`src/rtl/core/pnl_pkg.sv`:
```
// Shared types, codes and pin-mapping helpers for the parallel nibble link.
// No dependencies; imported by every module of the link.
package pnl_pkg;

    // configuration port
    localparam int CFG_DATA_W  = 16;
    localparam int CFG_IDX_W   = 2;
    localparam int SPIN_LIMIT_W = 11 + 5;
    localparam int MAX_LEN_W   = 11;

    // parameter defaults
    localparam int DEF_COUNT_WIDTH = 11;
    localparam int DEF_SPIN_WIDTH  = 16;

    // register reset values
    localparam logic [SPIN_LIMIT_W-1:0] SPIN_LIMIT_RST = 16'd1000;
    localparam logic [MAX_LEN_W-1:0]    MAX_LEN_RST    = 11'd1500;

    // register indexes
    localparam logic [CFG_IDX_W-1:0] REG_LINK_RUNNING  = 2'd0;
    localparam logic [CFG_IDX_W-1:0] REG_SPIN_LIMIT    = 2'd1;
    localparam logic [CFG_IDX_W-1:0] REG_MAX_FRAME_LEN = 2'd2;

    // request opcodes
    localparam logic [1:0] OP_TICK = 2'd0;
    localparam logic [1:0] OP_SEND = 2'd1;
    localparam logic [1:0] OP_EOF  = 2'd2;

    // status codes
    localparam logic [1:0] ST_OK      = 2'd0;
    localparam logic [1:0] ST_BUSY    = 2'd1;
    localparam logic [1:0] ST_DOWN    = 2'd2;
    localparam logic [1:0] ST_TIMEOUT = 2'd3;

    // end of frame flips these lines of the last low nibble
    localparam logic [4:0] PIN_EOF_FLIP = 5'h17;
    // peer end marker: upper status lines inverted against the last sample
    localparam logic [4:0] MARKER_FLIP  = 5'h17;

    typedef enum logic [4:0] {
        PH_IDLE  = 5'b00001,
        PH_TX_HI = 5'b00010,
        PH_TX_LO = 5'b00100,
        PH_RX_LO = 5'b01000,
        PH_RX_HI = 5'b10000
    } phase_t;

    typedef struct packed {
        logic [1:0] opcode;
        logic [7:0] send_byte;
        logic [7:0] status_pins;
    } item_t;

    typedef struct packed {
        logic [4:0] data_pins;
        logic       rx_valid;
        logic [7:0] rx_data;
        logic       rx_frame_end;
        logic       rx_overflow;
        logic       tx_busy;
        logic [1:0] status_code;
    } result_t;

    typedef struct packed {
        logic                    link_running;
        logic [SPIN_LIMIT_W-1:0] spin_limit;
        logic [MAX_LEN_W-1:0]    max_frame_len;
    } cfg_t;

    // high nibble with our strobe set
    function automatic logic [4:0] tx_hi_pins(input logic [7:0] b);
        return {b[7], 1'b1, b[6:4]};
    endfunction

    // low nibble, strobe clear
    function automatic logic [4:0] tx_lo_pins(input logic [7:0] b);
        return {b[3], 1'b0, b[2:0]};
    endfunction

    // rebuild a byte from the two status samples (bit 7 is inverted on the cable)
    function automatic logic [7:0] rx_assemble(input logic [7:0] f, input logic [7:0] s);
        return {~f[7], f[5:3], ~s[7], s[5:3]};
    endfunction

endpackage

```
`src/rtl/core/pnl_cfg.sv`:
```
// Configuration registers of the parallel nibble link.
// Depends on pnl_pkg for register indexes, widths and reset values.
module pnl_cfg
    import pnl_pkg::*;
(
    input  logic                  clk,
    input  logic                  rst_n,
    input  logic                  cfg_write_en,
    input  logic [CFG_IDX_W-1:0]  cfg_index,
    input  logic [CFG_DATA_W-1:0] cfg_data,
    output cfg_t                  cfg
);

    cfg_t cfg_reg;
    cfg_t cfg_next;

    // register write decode, unknown indexes are dropped
    always_comb
    begin
        cfg_next = cfg_reg;
        if (cfg_write_en)
        begin
            case (cfg_index)
                REG_LINK_RUNNING:  cfg_next.link_running  = cfg_data[0];
                REG_SPIN_LIMIT:    cfg_next.spin_limit    = cfg_data[SPIN_LIMIT_W-1:0];
                REG_MAX_FRAME_LEN: cfg_next.max_frame_len = cfg_data[MAX_LEN_W-1:0];
                default:           cfg_next = cfg_reg;
            endcase
        end
    end

    always_ff @(posedge clk or negedge rst_n)
    begin
        if (!rst_n)
        begin
            cfg_reg.link_running  <= 1'b0;
            cfg_reg.spin_limit    <= SPIN_LIMIT_RST;
            cfg_reg.max_frame_len <= MAX_LEN_RST;
        end
        else
        begin
            cfg_reg <= cfg_next;
        end
    end

    assign cfg = cfg_reg;

endmodule

```
`src/rtl/core/pnl_in_reg.sv`:
```
// Input register stage: holds one accepted request for the step logic.
// Depends on pnl_pkg for the request type.
module pnl_in_reg
    import pnl_pkg::*;
(
    input  logic  clk,
    input  logic  rst_n,
    input  logic  in_valid,
    output logic  in_ready,
    input  item_t item_in,
    input  logic  advance,
    output logic  item_valid,
    output item_t item_q
);

    logic  valid_reg;
    logic  valid_next;
    item_t item_reg;
    logic  accept;

    // free when empty or when the held request moves on this cycle
    assign in_ready = !valid_reg || advance;
    assign accept   = in_valid && in_ready;

    always_comb
    begin
        valid_next = valid_reg;
        if (accept)
        begin
            valid_next = 1'b1;
        end
        else if (advance)
        begin
            valid_next = 1'b0;
        end
    end

    always_ff @(posedge clk or negedge rst_n)
    begin
        if (!rst_n)
        begin
            valid_reg <= 1'b0;
        end
        else
        begin
            valid_reg <= valid_next;
        end
    end

    // payload, no reset needed
    always_ff @(posedge clk)
    begin
        if (accept)
        begin
            item_reg <= item_in;
        end
    end

    assign item_valid = valid_reg;
    assign item_q     = item_reg;

endmodule

```
`src/rtl/core/pnl_step.sv`:
```
// Link state and per-request update: transmit handshake, receive assembly, timeouts.
// Depends on pnl_pkg for phase codes, request/result types and pin helpers.
module pnl_step
    import pnl_pkg::*;
#(
    parameter int COUNT_WIDTH = DEF_COUNT_WIDTH,
    parameter int SPIN_WIDTH  = DEF_SPIN_WIDTH
)
(
    input  logic    clk,
    input  logic    rst_n,
    input  logic    fire,
    input  item_t   item,
    input  cfg_t    cfg,
    output result_t res
);

    localparam int CMP_W = (COUNT_WIDTH > MAX_LEN_W) ? COUNT_WIDTH : MAX_LEN_W;

    phase_t                 phase_reg,   phase_next;
    logic [SPIN_WIDTH-1:0]  spin_reg,    spin_next;
    logic [7:0]             first_reg,   first_next;
    logic [7:0]             second_reg,  second_next;
    logic [COUNT_WIDTH-1:0] count_reg,   count_next;
    logic [7:0]             pending_reg, pending_next;
    logic [4:0]             pins_reg,    pins_next;

    logic                   strobe;
    logic                   spin_out;
    logic [SPIN_WIDTH-1:0]  spin_dec;
    logic [SPIN_WIDTH-1:0]  spin_load;
    logic [COUNT_WIDTH-1:0] count_inc;
    logic                   rxv;
    logic [7:0]             rxd;
    logic                   fend;
    logic                   ovf;
    logic [1:0]             status;

    // spin counter helpers
    assign strobe    = item.status_pins[6];
    assign spin_out  = spin_reg <= SPIN_WIDTH'(1);
    assign spin_dec  = spin_out ? '0 : spin_reg - SPIN_WIDTH'(1);
    assign spin_load = SPIN_WIDTH'(cfg.spin_limit);
    assign count_inc = count_reg + COUNT_WIDTH'(1);

    // next state and result for the held request
    always_comb
    begin
        phase_next   = phase_reg;
        spin_next    = spin_reg;
        first_next   = first_reg;
        second_next  = second_reg;
        count_next   = count_reg;
        pending_next = pending_reg;
        pins_next    = pins_reg;
        rxv          = 1'b0;
        rxd          = 8'd0;
        fend         = 1'b0;
        ovf          = 1'b0;
        status       = ST_OK;

        if (item.opcode inside {OP_SEND, OP_EOF})
        begin
            // send side requests
            if (!cfg.link_running)
            begin
                status = ST_DOWN;
            end
            else if (phase_reg != PH_IDLE)
            begin
                status = ST_BUSY;
            end
            else if (item.opcode == OP_SEND)
            begin
                pending_next = item.send_byte;
                pins_next    = tx_hi_pins(item.send_byte);
                spin_next    = spin_load;
                phase_next   = PH_TX_HI;
            end
            else
            begin
                pins_next = tx_lo_pins(pending_reg) ^ PIN_EOF_FLIP;
            end
        end
        else if (item.opcode == OP_TICK)
        begin
            case (phase_reg)
                PH_IDLE:
                begin
                    // peer strobe starts a received byte
                    if (cfg.link_running && strobe)
                    begin
                        first_next = item.status_pins;
                        pins_next  = 5'h08;
                        spin_next  = spin_load;
                        phase_next = PH_RX_LO;
                    end
                end
                PH_TX_HI:
                begin
                    // wait for the peer ack to rise
                    if (strobe || spin_out)
                    begin
                        if (!strobe)
                        begin
                            status = ST_TIMEOUT;
                        end
                        pins_next  = tx_lo_pins(pending_reg);
                        spin_next  = spin_load;
                        phase_next = PH_TX_LO;
                    end
                    else
                    begin
                        spin_next = spin_dec;
                    end
                end
                PH_TX_LO:
                begin
                    // wait for the peer ack to fall
                    if (!strobe)
                    begin
                        phase_next = PH_IDLE;
                    end
                    else if (spin_out)
                    begin
                        status     = ST_TIMEOUT;
                        spin_next  = '0;
                        phase_next = PH_IDLE;
                    end
                    else
                    begin
                        spin_next = spin_dec;
                    end
                end
                PH_RX_LO:
                begin
                    // strobe falls: second nibble sampled, byte complete
                    if (!strobe)
                    begin
                        second_next = item.status_pins;
                        pins_next   = 5'h00;
                        if (CMP_W'(count_inc) >= CMP_W'(cfg.max_frame_len))
                        begin
                            count_next = '0;
                            ovf        = 1'b1;
                        end
                        else
                        begin
                            count_next = count_inc;
                            rxv        = 1'b1;
                            rxd        = rx_assemble(first_reg, item.status_pins);
                        end
                        spin_next  = spin_load;
                        phase_next = PH_RX_HI;
                    end
                    else if (spin_out)
                    begin
                        spin_next  = '0;
                        pins_next  = 5'h00;
                        fend       = 1'b1;
                        status     = ST_TIMEOUT;
                        count_next = '0;
                        phase_next = PH_IDLE;
                    end
                    else
                    begin
                        spin_next = spin_dec;
                    end
                end
                PH_RX_HI:
                begin
                    // next byte, timeout or end marker
                    if (strobe)
                    begin
                        first_next = item.status_pins;
                        pins_next  = 5'h08;
                        spin_next  = spin_load;
                        phase_next = PH_RX_LO;
                    end
                    else if (spin_out)
                    begin
                        spin_next  = '0;
                        pins_next  = 5'h00;
                        fend       = 1'b1;
                        status     = ST_TIMEOUT;
                        count_next = '0;
                        phase_next = PH_IDLE;
                    end
                    else
                    begin
                        spin_next = spin_dec;
                        if ((item.status_pins[7:3] ^ MARKER_FLIP) == second_reg[7:3])
                        begin
                            pins_next  = 5'h00;
                            fend       = 1'b1;
                            count_next = '0;
                            phase_next = PH_IDLE;
                        end
                    end
                end
                default:
                begin
                    phase_next = PH_IDLE;
                end
            endcase
        end
    end

    // state registers advance only when the request is handed on
    always_ff @(posedge clk or negedge rst_n)
    begin
        if (!rst_n)
        begin
            phase_reg   <= PH_IDLE;
            spin_reg    <= '0;
            first_reg   <= 8'd0;
            second_reg  <= 8'd0;
            count_reg   <= '0;
            pending_reg <= 8'd0;
            pins_reg    <= 5'd0;
        end
        else if (fire)
        begin
            phase_reg   <= phase_next;
            spin_reg    <= spin_next;
            first_reg   <= first_next;
            second_reg  <= second_next;
            count_reg   <= count_next;
            pending_reg <= pending_next;
            pins_reg    <= pins_next;
        end
    end

    // result of this request
    always_comb
    begin
        res.data_pins    = pins_next;
        res.rx_valid     = rxv;
        res.rx_data      = rxd;
        res.rx_frame_end = fend;
        res.rx_overflow  = ovf;
        res.tx_busy      = (phase_next == PH_TX_HI) || (phase_next == PH_TX_LO);
        res.status_code  = status;
    end

endmodule

```
`src/rtl/core/pnl_out_reg.sv`:
```
// Result register: holds one result until the consumer takes it.
// Depends on pnl_pkg for the result type.
module pnl_out_reg
    import pnl_pkg::*;
(
    input  logic    clk,
    input  logic    rst_n,
    input  logic    res_valid,
    input  result_t res_in,
    output logic    advance,
    output logic    out_valid,
    input  logic    out_ready,
    output result_t res_q
);

    logic    valid_reg;
    logic    valid_next;
    result_t res_reg;

    // load when empty or when the current result leaves this cycle
    assign advance = res_valid && (!valid_reg || out_ready);

    always_comb
    begin
        valid_next = valid_reg;
        if (advance)
        begin
            valid_next = 1'b1;
        end
        else if (out_ready)
        begin
            valid_next = 1'b0;
        end
    end

    always_ff @(posedge clk or negedge rst_n)
    begin
        if (!rst_n)
        begin
            valid_reg <= 1'b0;
        end
        else
        begin
            valid_reg <= valid_next;
        end
    end

    always_ff @(posedge clk)
    begin
        if (advance)
        begin
            res_reg <= res_in;
        end
    end

    assign out_valid = valid_reg;
    assign res_q     = res_reg;

endmodule

```
`src/rtl/core/parallel_nibble_link.sv`:
```
// Parallel nibble link: byte transfer over a crossed parallel cable, one request per cycle
// while the result register is not held back by out_ready; the step logic is one pass
// between two registers, the input register and the result register.
// Reset (rst_n, async, active low): link down, phase idle, counters and pins zero,
// spin limit 1000, max frame length 1500; no clearing pass.
// Depends on pnl_pkg, pnl_cfg, pnl_in_reg, pnl_step, pnl_out_reg.
module parallel_nibble_link
    import pnl_pkg::*;
#(
    parameter int COUNT_WIDTH = DEF_COUNT_WIDTH,
    parameter int SPIN_WIDTH  = DEF_SPIN_WIDTH
)
(
    input  logic                  clk,
    input  logic                  rst_n,
    // request channel
    input  logic                  in_valid,
    output logic                  in_ready,
    input  logic [1:0]            opcode,
    input  logic [7:0]            send_byte,
    input  logic [7:0]            status_pins,
    // result channel
    output logic                  out_valid,
    input  logic                  out_ready,
    output logic [4:0]            data_pins,
    output logic                  rx_valid,
    output logic [7:0]            rx_data,
    output logic                  rx_frame_end,
    output logic                  rx_overflow,
    output logic                  tx_busy,
    output logic [1:0]            status_code,
    // configuration
    input  logic                  cfg_write_en,
    input  logic [CFG_IDX_W-1:0]  cfg_index,
    input  logic [CFG_DATA_W-1:0] cfg_data
);

    cfg_t    cfg;
    item_t   item_in;
    item_t   item_q;
    logic    item_valid;
    logic    advance;
    result_t res;
    result_t res_q;

    assign item_in.opcode      = opcode;
    assign item_in.send_byte   = send_byte;
    assign item_in.status_pins = status_pins;

    // configuration registers
    pnl_cfg u_cfg (
        .clk          (clk),
        .rst_n        (rst_n),
        .cfg_write_en (cfg_write_en),
        .cfg_index    (cfg_index),
        .cfg_data     (cfg_data),
        .cfg          (cfg)
    );

    // input register
    pnl_in_reg u_in_reg (
        .clk        (clk),
        .rst_n      (rst_n),
        .in_valid   (in_valid),
        .in_ready   (in_ready),
        .item_in    (item_in),
        .advance    (advance),
        .item_valid (item_valid),
        .item_q     (item_q)
    );

    // link state and update
    pnl_step #(
        .COUNT_WIDTH (COUNT_WIDTH),
        .SPIN_WIDTH  (SPIN_WIDTH)
    ) u_step (
        .clk   (clk),
        .rst_n (rst_n),
        .fire  (advance),
        .item  (item_q),
        .cfg   (cfg),
        .res   (res)
    );

    // result register
    pnl_out_reg u_out_reg (
        .clk       (clk),
        .rst_n     (rst_n),
        .res_valid (item_valid),
        .res_in    (res),
        .advance   (advance),
        .out_valid (out_valid),
        .out_ready (out_ready),
        .res_q     (res_q)
    );

    assign data_pins    = res_q.data_pins;
    assign rx_valid     = res_q.rx_valid;
    assign rx_data      = res_q.rx_data;
    assign rx_frame_end = res_q.rx_frame_end;
    assign rx_overflow  = res_q.rx_overflow;
    assign tx_busy      = res_q.tx_busy;
    assign status_code  = res_q.status_code;

    // input side stalls only behind a result that is held back
    assert property (@(posedge clk) disable iff (!rst_n)
        !in_ready |-> (out_valid && !out_ready))
        else $error("input stalled without a stalled result");

    // a received byte never comes with an overflow or an active transmit
    assert property (@(posedge clk) disable iff (!rst_n)
        (out_valid && rx_valid) |-> (!rx_overflow && !tx_busy))
        else $error("received byte with overflow or transmit busy");

    // a frame end releases the pins and leaves the transmitter idle
    assert property (@(posedge clk) disable iff (!rst_n)
        (out_valid && rx_frame_end) |-> (data_pins == 5'd0 && !tx_busy && !rx_valid))
        else $error("frame end with pins driven or transmitter busy");

    // a refused request leaves the driven pins as they were
    assert property (@(posedge clk) disable iff (!rst_n)
        (advance && (res.status_code == ST_BUSY || res.status_code == ST_DOWN))
            |-> (res.data_pins == u_step.pins_reg))
        else $error("refused request changed the pins");

endmodule

```
`config.mk`:
```
export PLATFORM = sky130hd
export DESIGN_NAME = parallel_nibble_link
export DESIGN_NICKNAME = d
export VERILOG_FILES = /design/src/rtl/core/pnl_pkg.sv /design/src/rtl/core/pnl_cfg.sv /design/src/rtl/core/pnl_in_reg.sv /design/src/rtl/core/pnl_step.sv /design/src/rtl/core/pnl_out_reg.sv /design/src/rtl/core/parallel_nibble_link.sv
export SDC_FILE = /design/constraint.sdc
export NUM_CORES = 1
export LEC_CHECK = 0
export BUFFER_PORTS_ARGS = -buffer_cell sky130_fd_sc_hd__buf_2
export CAP_MARGIN = 25
export CORE_MARGIN = 2
export CORE_UTILIZATION = 45
export DETAILED_ROUTE_END_ITERATION = 8
export PLACE_DENSITY = 0.66
export SETUP_SLACK_MARGIN = 0.5
export SKIP_LAST_GASP = 1
export SLEW_MARGIN = 10
export SYNTH_ARGS = -nofsm -noshare
export SYNTH_HDL_FRONTEND = slang
export SYNTH_SLANG_ARGS = --single-unit
```
`constraint.sdc`:
```
create_clock -name clk -period 3.4 [get_ports clk]
set_input_delay 0.34 -clock clk [delete_from_list [all_inputs] [get_ports clk]]
set_output_delay 0.34 -clock clk [all_outputs]
set_load 0.03 [all_outputs]
```
==> results of run 1 <==
-- synth_stat cells (12+ instances only) --
cell      count  area [um^2]
dfrtp_1      65         1630
xor2_1       13          114
a22o_1       12          105
clkbuf_1     20         75.1
mux2_2       42          473
inv_1        29          109
buf_2        13         65.1
dfstp_2      14          368
nand3_1      20          100
a21oi_1      35          175
ha_1         18          225
o21ai_0      23          115
nor3_1       12         60.1
nand2b_1     15         93.8
nor2_1       41          154
nand2_1      42          158
edfxtp_1     34         1020
-- kinds of logic after synthesis --
logic type,share of synthesized area
DFF,0.464
buffers and inverters,0.0401
AOI/OAI and AO/OA,0.169
muxes,0.0774
xor gates and xnor gates,0.0283
adders and majority gates,0.0347
and+or+nand+nor,0.186
-- layout by cell type (no fill, tap or decap), types with 6 or more instances in the layout --
cell type	Yosys	final
and2_1	11	10
clkbuf_16	0	17
nand3_1	20	18
o31ai_1	7	7
edfxtp_1	34	34
nor2b_1	9	9
or2_2	8	8
ha_1	18	15
dfrtp_1	65	65
nor4_1	6	6
a221o_1	8	8
buf_4	0	24
inv_1	29	28
xnor2_1	8	7
nand2b_1	15	15
o22ai_1	9	9
nor2_1	41	39
o21ai_0	23	23
dfstp_2	14	14
buf_2	13	57
nand2_1	42	42
mux2_2	42	42
a21oi_1	35	35
a22o_1	12	12
a31oi_1	6	6
xor2_1	13	13
nor3_1	12	12
-- worst paths after layout --
path                                                 start                                end  slack (ps)  cells after the start
max                        u_step.count_reg[2]$_DFFE_PN0P_   u_out_reg.res_q[6]$_SDFFCE_PP0P_         610                     11
min                                           send_byte[1]       u_in_reg.item_q[9]$_DFFE_PP_          90                      1
max reg2reg                u_step.count_reg[2]$_DFFE_PN0P_   u_out_reg.res_q[6]$_SDFFCE_PP0P_         610                     11
min reg2reg                   u_in_reg.item_q[9]$_DFFE_PP_  u_step.pending_reg[1]$_DFFE_PN0P_         490                      1
max in group asynchronous                            rst_n          u_cfg.cfg[19]$_DFFE_PN1P_        2350                      3
min in group asynchronous                            rst_n     u_step.pins_reg[1]$_DFFE_PN0P_         400                      2
-- stage by stage --
| step | hold WS [ps] | cells | total power (uW) | setup WS (ps) | utilization |
|---|---|---|---|---|---|
| floorplan | 44.4 | 628 | 3240 | 667 | - |
| global placement | 473 | 850 | 3650 | 510 | 0.501 |
| detailed placement | 481 | 850 | 3690 | 365 | 0.501 |
| CTS | 75.0 | 882 | 5450 | 500 | 0.544 |
| global route | 74.0 | 887 | 5790 | 464 | 0.552 |
| finish | 90.0 | 887 | 5460 | 607 | 0.552 |
-- where the power goes --
group	switching, uW	internal (uW)	leakage [uW]
clock network	605	1130	0.000280
logic	954	714	0.00173
registers	332	1730	0.00130
-- final cells by class --
| class | instances | area, um^2 |
|---|---|---|
| multi-input cells | 450 | 3290 |
| fillers | 1233 | 6270 |
| clock inverters | 15 | 149 |
| well taps | 180 | 225 |
| repair buffers | 83 | 503 |
| inverters | 29 | 113 |
| flip-flops and latches | 113 | 3020 |
| clock buffers | 17 | 425 |
-- worst max-delay path: stages, from the launching register on --
cell and delay, ps:
dfrtp_1 400, and3_4 230, and3_4 210, nand3_2 100, xnor2_2 170, ha_2 320, o21a_1 110, nor2_1 40
o31a_1 290, or2_2 340, and3_4 190, and2_1 160
-- layer usage --
metal | track usage | wire length [um]
met2 | 0.348 | 7330
met5 | 0 | 0
met3 | 0.0476 | 754
met1 | 0.274 | 6830
met4 | 0.0843 | 295
-- timing repair --
item,CTS,global route
hold endpoints to repair,0,26
hold buffers,0,1
pin swaps,0,5
resized for setup,5,16
buffers inserted,0,3
endpoints found under the setup margin,17,27
==> impl_metrics.csv, run 1 <==
group,metric,value,unit
status,status,"completed",
synth,yosysSeqAreaShare,0.464,
sta,skew,7.65,ps
setup_path,arrival,2970,ps
floorplan,die_h,124,um
placement,portBuffers,58,
sta,rsz0062_at_grt,"false",
sta,final_max_slew_viol_count,0,
synth,ys_types,75,
placement,gp_congestion,0.928,
floorplan,design.die.area,15400,um^2
synth,synthArstFlopShare,0.699,
sta,setup-tns-final,0,ps
routing,drtIter0Drc,406,
synth,ys.flop_type,"dfrtp_1",
routing,via_per_inst,5.78,
synth,synth_area,6490,um^2
synth,syn-num-nets,687,
clock_network,cts_buffers,17,
pwr,peakVddDrop,0.000415,V
global_routing,grt_pass1_wl,24.8,mm
clock_network,clockBufferDepth,2,
sta,min_period_over_period,0.821,
layout,finalNetCount,753,
floorplan,die_x,124,um
clock_network,clk_latency,420,ps
placement,hpwlAfterDp,10.6,mm
layout,area_growth,18.9,%
global_routing,grt_pass1_vias,4958,
sta,fmax,358,MHz
clock_network,htree_levels,4,
pwr,power.leakage,0.00331,uW
layout,diodes,0,
synth,synthCells,628,
sta,hold_viol,0,
layout,final_area,7720,um^2
clock_network,clock-root-buffer,"clkbuf_16",
setup_path,path_max_fanout,9,
layout,layout-drive-gt1-share,0.293,
setup_path,required,3570,ps
setup_path,crit_path_end_kind,"flop",
routing,first_pass_iters,5,
synth,yosys_warnings,0,
sta,tightest_slew,843,ps
clock_network,cts_tree,"built",
routing,routed_wl,15.2,mm
placement,placed_cell_area,7010,um^2
setup_path,criticalPathCategory,"flop to flop",
routing,drc,0,
floorplan,core_area,14000,um^2
sta,period_minus_slack,2790,ps
global_routing,antenna_found_initial,0,
global_routing,track_usage,0.213,
clock_network,clkTransAtPathRegs,50,ps
layout,largest_reg_flops,28,
pwr,power_density,707,nW/um^2
synth,synth_edf_count,34,
sta,finalSetupViolCount,0,
floorplan,ios,62,
floorplan,rows,43,
synth,ys_seq_elements,113,
routing,wl_per_cell,17.1,um
routing,drtAntennaViolNets,0,
synth,postSynthAreaPerCell,10.3,um^2
run,cap_violations,0,
routing,vias,5125,
worst_hold_path,hp-class,"input port to flop",
floorplan,start_util,0.464,
sta,slew_headroom,0.436,
global_routing,grt-ovfl-total,0,
clock_network,cts_sinks,113,
setup_path,cp-start-kind,"flop",
global_routing,grt_max_degree,80,
No activity file was read; power rests on OpenSTA's default activity.
==> run 2: changes to the inputs <==
- ABC_AREA: unset -> 1
- PLACE_DENSITY: 0.66 -> 0.69
- clock period: 3.4 -> 2.4 ns (I/O delays scaled with it)
==> run 2 against run 1 <==
  * The run now ends with setup timing left
  * Sequential cell count unchanged
  * Synthesized cell count is 23% higher
  * Design area rose by 12%
  * Worst hold slack worse by 56 ps
  * Cell count rose by 27%
  * First-iteration DRC count is 22% higher
  * Global-route usage grew 1.7 points
  * Combinational power grew 84%
  * Die area decreased by 3.0%
  * Utilization increased by 7.5 points
  * Critical path type unchanged
==> impl_metrics.csv, run 2 <==
group,metric,value,unit
layout,final_common_cell,"nand2_1",
clock_network,cts_tree,"built",
synth,syn-num-nets,831,
routing,vias,6036,
layout,area_growth,37.3,%
layout,diodes,0,
synth,postSynthAreaPerCell,8.15,um^2
floorplan,design.die.area,14900,um^2
routing,wl_met1,7.33,mm
floorplan,start_util,0.457,
synth,ys.flop_type,"dfrtp_1",
setup_path,cp-start-kind,"flop",
routing,top_layer,"met4",
placement,portBuffers,58,
global_routing,grt_pass1_wl,26.3,mm
sta,hold_viol,0,
clock_network,clockBufferDepth,2,
status,status,"finished, violations left",
setup_path,required,2580,ps
clock_network,htree_levels,4,
synth,synthArstFlopShare,0.699,
sta,final_max_slew_viol_count,0,
synth,yosysSeqAreaShare,0.479,
synth,yosys_warnings,0,
routing,wl_met3,1.38,mm
placement,hpwlAfterDp,10.6,mm
routing,drtIter0Drc,496,
sta,setup_ws,-161,ps
synth,synth_top_area_share,0.258,
layout,layout-drive-gt1-share,0.335,
synth,yosys.area.top_type,"dfrtp_1",
global_routing,track_usage,0.229,
layout,fill_cells,1112,
synth,synth_edf_count,34,
sta,min_period_over_period,1.07,
sta,period_minus_slack,2560,ps
global_routing,grt_max_degree,52,
sta,finalSetupViolCount,21,
setup_path,path_max_fanout,5,
setup_path,crit_path_end_kind,"flop",
sta,skew,13.3,ps
synth,ys_seq_elements,113,
status,violations,"setup timing",
synth,synth_area,6290,um^2
setup_path,criticalPathCategory,"flop to flop",
synth,synthCells,772,
worst_hold_path,min_from,"in_valid",
clock_network,clk_latency,430,ps
pwr,peakVddDrop,0.000510,V
floorplan,core_area,13800,um^2
setup_path,crit_start,"u_step.count_reg[0]$_DFFE_PN0P_",
sta,fmax,390,MHz
sta,rsz0062_at_grt,"true",
pwr,power_density,979,nW/um^2
synth,ys_types,45,
layout,finalNetCount,989,
global_routing,grt-ovfl-total,0,
layout,regArea,3030,um^2
placement,gp_congestion,0.952,
synth,synth.most_common_cell,"nand2_1",
sta,hold_ws,34.1,ps
synth,synth.area.top_cells,"dfrtp_1 26%, edfxtp_1 16%, nand2_1 11%, dfstp_2 5.8%, inv_1 5.5%",
setup_path,timing.rr.start,"u_step.count_reg[0]$_DFFE_PN0P_",
routing,drtAntennaViolNets,0,
setup_path,arrival,2740,ps
routing,first_pass_iters,6,
sta,setup-tns-final,-2520,ps
sta,slew_headroom,0.517,
layout,multi_input_area,3260,um^2
global_routing,grt_pass1_vias,5424,
worst_hold_path,hp-class,"input port to flop",
synth,synth_common_cells,"188 x nand2_1, 92 x inv_1, 84 x nor2_1",
layout,final_cell_mix,"170 x nand2_1, 83 x inv_1, 67 x nor2_1",
floorplan,die_h,122,um
clock_network,clock-root-buffer,"clkbuf_16",
clock_network,cts_sinks,113,
clock_network,cts_buffers,17,
routing,wl_met2,8.46,mm
routing,via_per_inst,5.37,
global_routing,antenna_found_initial,0,
clock_network,clkTransAtPathRegs,50,ps
layout,largest_reg_flops,28,
sta,tightest_slew,722,ps
floorplan,ios,62,
routing,drc,0,
pwr,power.leakage,0.00401,uW
run,cap_violations,0,
routing,routed_wl,17.8,mm
floorplan,die_x,122,um
pwr,p_total,8460,uW
floorplan,rows,43,
routing,wl_per_cell,15.9,um
==> run 2: cell types whose count changed in the layout (fill, tap and decap cells not counted), moves of 15 or more <==
cell / change
buf_4: +38
dlygate4sd3_1: +15
inv_1: +55
mux2_2: -38
nand2_1: +128
nand2_2: +17
nand2b_1: -15
nand3_1: +21
nor2_1: +28
o21ai_0: +20
==> run 2: worst paths after layout <==
kind	end	slack [ps]	cells past startpoint
max in group asynchronous	u_cfg.cfg[2]$_DFFE_PN1P_	1460	3
min in group asynchronous	u_step.count_reg[8]$_DFFE_PN0P_	290	2
min	u_in_reg.item_valid$_DFFE_PN0P_	30	3
min reg2reg	u_cfg.cfg[5]$_DFFE_PN0P_	480	2
max reg2reg	u_out_reg.res_q[6]$_SDFFCE_PP0P_	-160	14
max	u_out_reg.res_q[6]$_SDFFCE_PP0P_	-160	14
==> run 2: routing by layer <==
metal  track usage  vias up
met2         0.354      306
li1              -     2868
met1         0.306     2794
met4        0.0991        0
met3        0.0604       68
met5             0        -
==> run 2: kinds of logic (layout without fill, tap and decap cells) <==
kind of cell	after synthesis	in the layout	synth area share
and+or+nand+nor	372	373	0.260
AOI/OAI and AO/OA	133	133	0.118
buffers and inverters	114	284	0.0749
DFF	113	113	0.479
adders and majority gates	18	18	0.0358
xor gates and xnor gates	18	18	0.0250
muxes	4	4	0.00716
==> run 2: cell type report <==
type	instances	area share
inverter	99	0.0434
multi-input combinational	546	0.377
clock inverter	10	0.0129
timing repair buffer	153	0.136
sequential	113	0.351
clock buffer	22	0.0537
tap	180	0.0261
==> run 2: through the flow <==
step | cell area [um^2] | std cells | worst slack [ps] | util
after floorplan | 6350 | 772 | 59.2 | -
after global placement | 7000 | 1023 | -99.9 | 0.508
after detailed placement | 7000 | 1023 | -162 | 0.508
after CTS | 8160 | 1102 | -116 | 0.593
after global routing | 8640 | 1123 | -308 | 0.627
final | 8640 | 1123 | -161 | 0.627
==> run 2: critical path, stage by stage (launching register included) <==
cell	delay, ps
dfrtp_1	380
and3_4	210
nand4_1	100
nor2_1	100
nand2_1	80
nor2_1	110
xor2_1	200
inv_1	110
ha_4	300
nand3_1	100
nor3_2	210
buf_4	140
nor2_4	60
nand3_4	140
nor2_1	50
==> run 2: timing repair <==
action,CTS,global route
hold buffers,16,0
setup buffers,30,21
endpoints found under the setup margin,57,64
endpoints found under the hold margin,40,0
gates cloned,1,0
gates resized for setup,37,92
pin swaps,11,17
==> run 2: where the power goes <==
| part | switching, uW | total (uW) | internal, uW |
|---|---|---|---|
| combinational | 1840 | 3070 | 1230 |
| clock | 910 | 2480 | 1570 |
| sequential | 456 | 2900 | 2450 |
